===== config.mk =====
export PLATFORM = sky130hd
export DESIGN_NAME = paren_string_literal_parser
export DESIGN_NICKNAME = d
export VERILOG_FILES = /design/src/pslp_pkg.sv /design/src/pslp_step.sv /design/src/paren_string_literal_parser.sv
export SDC_FILE = /design/constraint.sdc
export NUM_CORES = 1
export LEC_CHECK = 0
export BUFFER_PORTS_ARGS = -buffer_cell sky130_fd_sc_hd__buf_2
export CAP_MARGIN = 20
export CORE_MARGIN = 3
export CORE_UTILIZATION = 55
export DETAILED_ROUTE_END_ITERATION = 7
export GPL_TIMING_DRIVEN = 0
export HOLD_SLACK_MARGIN = 0.08
export PLACE_DENSITY_LB_ADDON = 0.15
export SYNTH_ARGS = -nofsm -noshare
export SYNTH_HDL_FRONTEND = slang
export SYNTH_SLANG_ARGS = --single-unit

===== constraint.sdc =====
create_clock -name clk -period 3.55 [get_ports clk]
set_input_delay 0.355 -clock clk [delete_from_list [all_inputs] [get_ports clk]]
set_output_delay 0.355 -clock clk [all_outputs]
set_load 0.1 [all_outputs]

===== src/pslp_pkg.sv =====
package pslp_pkg;

	localparam int unsigned CH_W      = 8;
	localparam int unsigned STATUS_W  = 2;
	localparam int unsigned STR_LEN_W = 11;
	localparam int unsigned MAX_LEN_DEFAULT = 1024;

	localparam logic [CH_W-1:0] CH_LPAREN = 8'h28;
	localparam logic [CH_W-1:0] CH_RPAREN = 8'h29;
	localparam logic [CH_W-1:0] CH_BSLASH = 8'h5C;
	localparam logic [CH_W-1:0] CH_LF     = 8'h0A;
	localparam logic [CH_W-1:0] CH_CR     = 8'h0D;
	localparam logic [CH_W-1:0] CH_TAB    = 8'h09;
	localparam logic [CH_W-1:0] CH_BS     = 8'h08;
	localparam logic [CH_W-1:0] CH_FF     = 8'h0C;
	localparam logic [CH_W-1:0] CH_LOW_N  = 8'h6E;
	localparam logic [CH_W-1:0] CH_LOW_R  = 8'h72;
	localparam logic [CH_W-1:0] CH_LOW_T  = 8'h74;
	localparam logic [CH_W-1:0] CH_LOW_B  = 8'h62;
	localparam logic [CH_W-1:0] CH_LOW_F  = 8'h66;
	localparam logic [CH_W-1:0] CH_ZERO   = 8'h30;
	localparam logic [CH_W-1:0] CH_SEVEN  = 8'h37;

	typedef enum logic [1:0] {
		MODE_NORMAL = 2'd0,
		MODE_ESCAPE = 2'd1,
		MODE_OCT2   = 2'd2,
		MODE_OCT3   = 2'd3
	} mode_t;

	typedef enum logic [STATUS_W-1:0] {
		ST_BYTE     = 2'd0,
		ST_CLOSED   = 2'd1,
		ST_EOF      = 2'd2,
		ST_OVERFLOW = 2'd3
	} status_t;

	typedef struct packed {
		logic            has_result;
		logic            emit;
		logic            clear;
		logic            nest_inc;
		logic            nest_dec;
		mode_t           mode_next;
		logic [CH_W-1:0] oct_next;
		logic [CH_W-1:0] out_byte;
		status_t         status;
	} step_ctl_t;

endpackage


===== src/pslp_step.sv =====
module pslp_step
	import pslp_pkg::*;
(
	input  mode_t           mode,
	input  logic [CH_W-1:0] oct,
	input  logic [CH_W-1:0] ch,
	input  logic            eoi,
	input  logic            esc_en,
	input  logic            full,
	input  logic            nest_zero,
	output step_ctl_t       ctl
);

	logic [CH_W-1:0] oct_acc;
	logic            is_oct_digit;

	assign oct_acc      = {oct[CH_W-4:0], 3'b000} + ch - CH_ZERO;
	assign is_oct_digit = (ch >= CH_ZERO) && (ch <= CH_SEVEN);

	always_comb begin
		ctl            = '0;
		ctl.mode_next  = mode;
		ctl.oct_next   = oct;
		ctl.status     = ST_BYTE;
		unique case (mode)
			MODE_ESCAPE: begin
				ctl.mode_next = MODE_NORMAL;
				if (eoi) begin
					ctl.has_result = 1'b1;
					ctl.clear      = 1'b1;
					ctl.status     = ST_EOF;
				end else begin
					case (ch)
						CH_LF: ;
						CH_LOW_N: begin
							ctl.emit     = 1'b1;
							ctl.out_byte = CH_LF;
						end
						CH_LOW_R: begin
							ctl.emit     = 1'b1;
							ctl.out_byte = CH_CR;
						end
						CH_LOW_T: begin
							ctl.emit     = 1'b1;
							ctl.out_byte = CH_TAB;
						end
						CH_LOW_B: begin
							ctl.emit     = 1'b1;
							ctl.out_byte = CH_BS;
						end
						CH_LOW_F: begin
							ctl.emit     = 1'b1;
							ctl.out_byte = CH_FF;
						end
						default: begin
							if (is_oct_digit) begin
								ctl.oct_next  = ch - CH_ZERO;
								ctl.mode_next = MODE_OCT2;
							end else begin
								ctl.emit     = 1'b1;
								ctl.out_byte = ch;
							end
						end
					endcase
				end
			end
			MODE_OCT2: begin
				if (eoi) begin
					ctl.has_result = 1'b1;
					ctl.clear      = 1'b1;
					ctl.status     = ST_EOF;
				end else begin
					ctl.oct_next  = oct_acc;
					ctl.mode_next = MODE_OCT3;
				end
			end
			MODE_OCT3: begin
				if (eoi) begin
					ctl.has_result = 1'b1;
					ctl.clear      = 1'b1;
					ctl.status     = ST_EOF;
				end else begin
					ctl.oct_next  = oct_acc;
					ctl.mode_next = MODE_NORMAL;
					ctl.emit      = 1'b1;
					ctl.out_byte  = oct_acc;
				end
			end
			default: begin
				if (full) begin
					ctl.has_result = 1'b1;
					ctl.clear      = 1'b1;
					ctl.status     = ST_OVERFLOW;
				end else if (eoi) begin
					ctl.has_result = 1'b1;
					ctl.clear      = 1'b1;
					ctl.status     = ST_EOF;
				end else if (ch == CH_LPAREN) begin
					ctl.nest_inc = 1'b1;
					ctl.emit     = 1'b1;
					ctl.out_byte = ch;
				end else if (ch == CH_RPAREN && nest_zero) begin
					ctl.has_result = 1'b1;
					ctl.clear      = 1'b1;
					ctl.status     = ST_CLOSED;
				end else if (ch == CH_RPAREN) begin
					ctl.nest_dec = 1'b1;
					ctl.emit     = 1'b1;
					ctl.out_byte = ch;
				end else if (ch == CH_BSLASH && esc_en) begin
					ctl.mode_next = MODE_ESCAPE;
				end else begin
					ctl.emit     = 1'b1;
					ctl.out_byte = ch;
				end
			end
		endcase
		if (ctl.emit) begin
			ctl.has_result = 1'b1;
		end
	end

endmodule


===== src/paren_string_literal_parser.sv =====
// Channel   Dir  tdata                                 tuser
// s_axis    in   [7:0] ch                              [0] end_of_input
// m_axis    out  [7:0] out_byte, [18:8] string_length  [1:0] status
// cfg       in   cfg_wdata[0] escapes_enabled (written when cfg_we)
//
// One byte per cycle sustained, except while a stalled result holds the input register.
// The input register feeds one pass of step logic that updates the string
// state and loads the result register.
// arst_n clears the string state and sets escapes_enabled.
// A stalled result holds the input register only when that byte yields a result.
module paren_string_literal_parser
	import pslp_pkg::*;
#(
	parameter int unsigned MAX_LEN = MAX_LEN_DEFAULT
) (
	input  logic        clk,
	input  logic        arst_n,
	input  logic        cfg_we,
	input  logic        cfg_wdata,
	input  logic        s_tvalid,
	output logic        s_tready,
	input  logic [7:0]  s_tdata,   // [7:0] ch
	input  logic [0:0]  s_tuser,   // [0] end_of_input
	output logic        m_tvalid,
	input  logic        m_tready,
	output logic [23:0] m_tdata,   // [7:0] out_byte, [18:8] string_length, zero pad
	output logic [1:0]  m_tuser    // [1:0] status
);

	localparam int unsigned CNT_W = $clog2(MAX_LEN + 1);
	localparam logic [CNT_W-1:0] MAX_CNT = CNT_W'(MAX_LEN);

	logic                 esc_en_q;
	logic                 valid_s1;
	logic [CH_W-1:0]      ch_s1;
	logic                 eoi_s1;
	mode_t                mode_q;
	logic [CH_W-1:0]      oct_q;
	logic [CNT_W-1:0]     byte_count_q;
	logic [CNT_W-1:0]     nest_q;
	logic                 m_valid_s2;
	logic [CH_W-1:0]      out_byte_s2;
	status_t              status_s2;
	logic [STR_LEN_W-1:0] str_len_s2;
	step_ctl_t            ctl;
	logic                 out_free;
	logic                 adv_s1;
	logic                 load_s2;

	pslp_step u_step (
		.mode      (mode_q),
		.oct       (oct_q),
		.ch        (ch_s1),
		.eoi       (eoi_s1),
		.esc_en    (esc_en_q),
		.full      (byte_count_q >= MAX_CNT),
		.nest_zero (nest_q == '0),
		.ctl       (ctl)
	);

	assign out_free = !m_valid_s2 || m_tready;
	assign adv_s1   = valid_s1 && (!ctl.has_result || out_free);
	assign load_s2  = adv_s1 && ctl.has_result;
	assign s_tready = !valid_s1 || adv_s1;

	always_ff @(posedge clk or negedge arst_n) begin
		if (!arst_n) begin
			esc_en_q <= 1'b1;
		end else if (cfg_we) begin
			esc_en_q <= cfg_wdata;
		end
	end

	always_ff @(posedge clk or negedge arst_n) begin
		if (!arst_n) begin
			valid_s1 <= 1'b0;
		end else if (s_tvalid && s_tready) begin
			valid_s1 <= 1'b1;
		end else if (adv_s1) begin
			valid_s1 <= 1'b0;
		end
	end

	always_ff @(posedge clk) begin
		if (s_tvalid && s_tready) begin
			ch_s1  <= s_tdata;
			eoi_s1 <= s_tuser[0];
		end
	end

	always_ff @(posedge clk or negedge arst_n) begin
		if (!arst_n) begin
			mode_q       <= MODE_NORMAL;
			oct_q        <= '0;
			byte_count_q <= '0;
			nest_q       <= '0;
		end else if (adv_s1) begin
			if (ctl.clear) begin
				mode_q       <= MODE_NORMAL;
				oct_q        <= '0;
				byte_count_q <= '0;
				nest_q       <= '0;
			end else begin
				mode_q <= ctl.mode_next;
				oct_q  <= ctl.oct_next;
				if (ctl.emit) begin
					byte_count_q <= byte_count_q + 1'b1;
				end
				if (ctl.nest_inc) begin
					nest_q <= nest_q + 1'b1;
				end else if (ctl.nest_dec) begin
					nest_q <= nest_q - 1'b1;
				end
			end
		end
	end

	always_ff @(posedge clk or negedge arst_n) begin
		if (!arst_n) begin
			m_valid_s2 <= 1'b0;
		end else if (load_s2) begin
			m_valid_s2 <= 1'b1;
		end else if (m_tready) begin
			m_valid_s2 <= 1'b0;
		end
	end

	always_ff @(posedge clk) begin
		if (load_s2) begin
			out_byte_s2 <= ctl.out_byte;
			status_s2   <= ctl.status;
			str_len_s2  <= (ctl.status == ST_CLOSED) ? STR_LEN_W'(byte_count_q) : '0;
		end
	end

	assign m_tvalid = m_valid_s2;
	assign m_tdata  = {5'b0, str_len_s2, out_byte_s2};
	assign m_tuser  = status_s2;

`ifndef SYNTH
	a_count_bound: assert property (@(posedge clk) disable iff (!arst_n)
		byte_count_q <= MAX_CNT)
		else $error("byte count beyond buffer size");

	a_nest_bound: assert property (@(posedge clk) disable iff (!arst_n)
		nest_q <= byte_count_q)
		else $error("nesting level exceeds emitted bytes");

	a_final_clears: assert property (@(posedge clk) disable iff (!arst_n)
		(load_s2 && ctl.status != ST_BYTE) |=>
		(byte_count_q == '0 && nest_q == '0 && mode_q == MODE_NORMAL))
		else $error("state not cleared after final status");

	a_final_no_byte: assert property (@(posedge clk) disable iff (!arst_n)
		(m_valid_s2 && status_s2 != ST_BYTE) |-> out_byte_s2 == '0)
		else $error("final status carries a byte");

	a_len_only_closed: assert property (@(posedge clk) disable iff (!arst_n)
		(m_valid_s2 && status_s2 != ST_CLOSED) |-> str_len_s2 == '0)
		else $error("length reported without close");
`endif

endmodule

==> metrics.md <==
| Metric | Value |
|---|---|
| Startpoint Class | `register` |
| Post-Synth XOR/XNOR Area | `3.37%` |
| Storage cell area | `1700 µm²` |
| Critical Path AT | `2.98 ns` |
| Post-Synth Adder-Cell Area | `7.64%` |
| EDFF count, synth | `30` |
| Worst-Skew Late Latency | `between 0.3 and 0.4 ns` |
| H-tree levels | `3` |
| Area of the multi-input gates | `1780 µm²` |
| Post-route clock period utilization | `94.0%` |
| #FFs+latches synth | `62` |
| Critical Path Max Stage Delay | `0.58 ns` |
| Buffers added on ports | `37` |
| GPL Wtd Cong | `approximately 0.88` |
| Area added between synthesis and finish | `14.6%` |
| CP dominant cell by count | `nand3_1` |
| Kind of critical path | `reg2out` |
| Multiplexer area fraction after synthesis | `1.45%` |
| Peak VDD IR | `0.514 mV` |
| Antenna violations before repair | `0` |
| RR Endpoint | `nest_q[10]` |
| # fillers | `468` |
| Vias in the first global route | `2668` |
| Max Fclk | `0.300 GHz` |
| Most frequent cells in the layout | `nand2_1, buf_2, dfrtp_1, edfxtp_1, o21ai_0` |
| Crit Path Max Fanout | `5` |
| Mapped Cells | `355` |
| Yosys warning total | `0` |
| Setup_tns | `0 ns` |
| Io pins | `43` |
| Worst Reg-to-Reg Cells | `11` |
| Synth top area share | `24.8%` |
| Final worst-path setup slack | `0.214 ns` |
| Reg clk slew, reported paths | `0.07 ns` |
| Slew headroom | `53.6%` |
| Initial Util | `58.9%` |
| Post-synthesis compound-gate area fraction | `about 15%` |
| Fin cells | `492` |
| Synth cell types | `57` |
| CTS tree | `yes` |
| Routed Antenna Nets | `0` |
| CORE AREA | `6170 µm²` |
| DRC | `0` |
| Max-Cap Viols | `0` |
| Worst reg2reg setup slack | `~0.32 ns` |
| CP max stage cell | `or4_4` |
| Crit end category | `output port` |
| Synth async-reset ratio | `between 50% and 60%` |
| Die Span Y | `87.3 µm` |
| Cts bufs inserted | `9` |
| PD cells | `679 nW/µm²` |
| Clock buffer depth | `2` |
| Worst slack, placed | `-0.256 ns` |
| Fin crit period | `between 3 and 4 ns` |
| Commonest non-fill, non-tap cell in the layout | `nand2_1` |
| Hold_buf cts | `0` |
| Gr ovfl total | `0` |
| Status | `finished, final reports clean` |
| Syn Area/Cell | `10.2 µm²` |
| Slew Limit Fails | `0` |
| Final setup fails | `0` |
| Hold slack | `0.0602 ns` |
| WL final | `~7.2 mm` |
| Detailed placement HPWL | `between 5 and 6 mm` |
| Worst-Margin Slew | `0.696 ns` |
| Fin nets | `448` |
| Ys flop type | `dfrtp_1` |
| Reg-to-reg startpoint | `ch_s1[7]` |
| Overall fraction of global-route tracks in use | `a little over a fifth` |
| Largest net degree at the start of global routing | `33` |
| Worst hold-check path type | `in2async` |
| Clock sinks | `62` |
| CTS root buf | `clkbuf_8` |
| Diodes inserted | `0` |
| Skew final | `just over 0.005 ns` |
| Simple-gate area share of the yosys netlist | `20.3%` |
| First-pass GRT wire length | `~13 mm` |
| Cell taking the most area after synthesis | `edfxtp_1` |
| Dpl cells | `473` |
| Final Hold Viols | `0` |
| Top cells by area in the synthesized netlist | `edfxtp_1, dfrtp_1, ha_1, nand2_1, o21ai_0` |
| Largest family of logic cells by synthesized area | `simple AND/OR/NAND/NOR gates` |
| Wire per inst | `14.7 µm` |
| RSZ-0062 raised after global routing | `false` |
| Die X | `around 87 µm` |
| Pleak | `1.83 nW` |
| Vias | `roughly 2.9k` |
| Avg Vias per Cell | `between 5 and 6` |
| Layout cells sized above 1 | `18.9%` |
| Required @ worst endpoint | `3.19 ns` |
| Register area share after synthesis | `46.9%` |
| CP cell instances | `or4_4, nor4_1, a2bb2oi_2, nand3_1, nand3_1, clkbuf_4` |
| Initial drt markers | `230` |
| DIE AREA | `7620 µm²` |
| TritonRoute pass-1 iters | `5` |
| FP Rows | `28` |
| Post-Syn Area | `~3600 µm²` |
metrics by stage:
stage	cell area (µm²)	power [mW]	utilization (%)
6_report	4170	2.83	67.6
5_1_grt	4170	3.00	67.6
4_1_cts	4160	2.83	67.4
3_5_place_dp	3950	2.24	64.1
3_3_place_gp	3930	2.21	63.8
2_1_floorplan	3650	2.02	-
area by class of cell:
type | instances | area share (%)
clock inverter | 4 | 1.14
clock buffer | 12 | 3.24
buffer | 19 | 2.76
tap | 75 | 2.25
multi-input combinational | 262 | 42.8
inverter | 17 | 1.53
sequential | 62 | 40.9
timing repair buffer | 41 | 5.41
synthesized netlist by cell type, types with 6 or more instances:
cell type,instances
edfxtp_1,30
xor2_1,7
ha_1,19
o211ai_1,6
or4_1,6
dfrtp_1,31
inv_1,17
and2_1,11
nand4_1,6
nand3_1,9
xnor2_1,7
nor3_1,9
a21oi_1,21
nor2_1,13
nand2_1,41
a21o_1,6
o21ai_0,22
clkbuf_1,7
buf_4,6
power breakdown:
part           total, mW  internal, mW  switching, mW
Clock              0.589         0.323          0.266
Combinational       1.27         0.380          0.890
Sequential         0.968         0.896         0.0718
logic make-up (layout without fill, tap and decap cells):
group,count (synthesis),in the layout
compound gates,83,83
simple gates,133,133
other cells,1,6
fa+ha+maj,21,21
mux,5,5
buf+inv,36,93
xor+xnor,14,14
flops,62,62
state kept, by name, summed over array words and instances, names as in the netlist:
signal and count:
byte_count_q 11, mode_q 2, eoi_s1 1, valid_s1 1, ch_s1 8, m_tvalid 1
esc_en_q 1, nest_q 11, m_tuser 2, oct_q 5, str_len_s2 11, out_byte_s2 8
timing repair:
action / CTS / global route
gates resized for setup: 0 / 4
buffers inserted: 3 / 0
endpoints found under the setup margin: 2 / 2
pin swaps: 1 / 0
hold endpoints to repair: 0 / 0
worst max-delay path by stage:
stage                     startpoint  depth (start not counted)  slack (ns)         end
after global placement     mode_q[1]                         10       -0.28  nest_q[10]
after detailed placement   mode_q[1]                         10       -0.26  nest_q[10]
final                      nest_q[1]                          6        0.21    s_tready
after global routing        ch_s1[7]                         11        0.02  nest_q[10]
after CTS                  mode_q[1]                          8        0.12    s_tready
after floorplan            nest_q[1]                          7        0.18    ch_s1[0]
metal layers:
layer	global-route usage, %	share of wire [%]
met5	0	0
met4	8.23	1.1
met3	4.26	6.5
met2	30.5	43
met1	30.8	49
critical path, delay by kind of cell, from the launching register on:
family,cells,cell delay (ns)
flops,1,0.43
buf+inv,1,0.35
simple gates,4,1.57
compound gates,1,0.29
No activity file was read; power rests on OpenSTA's default activity.
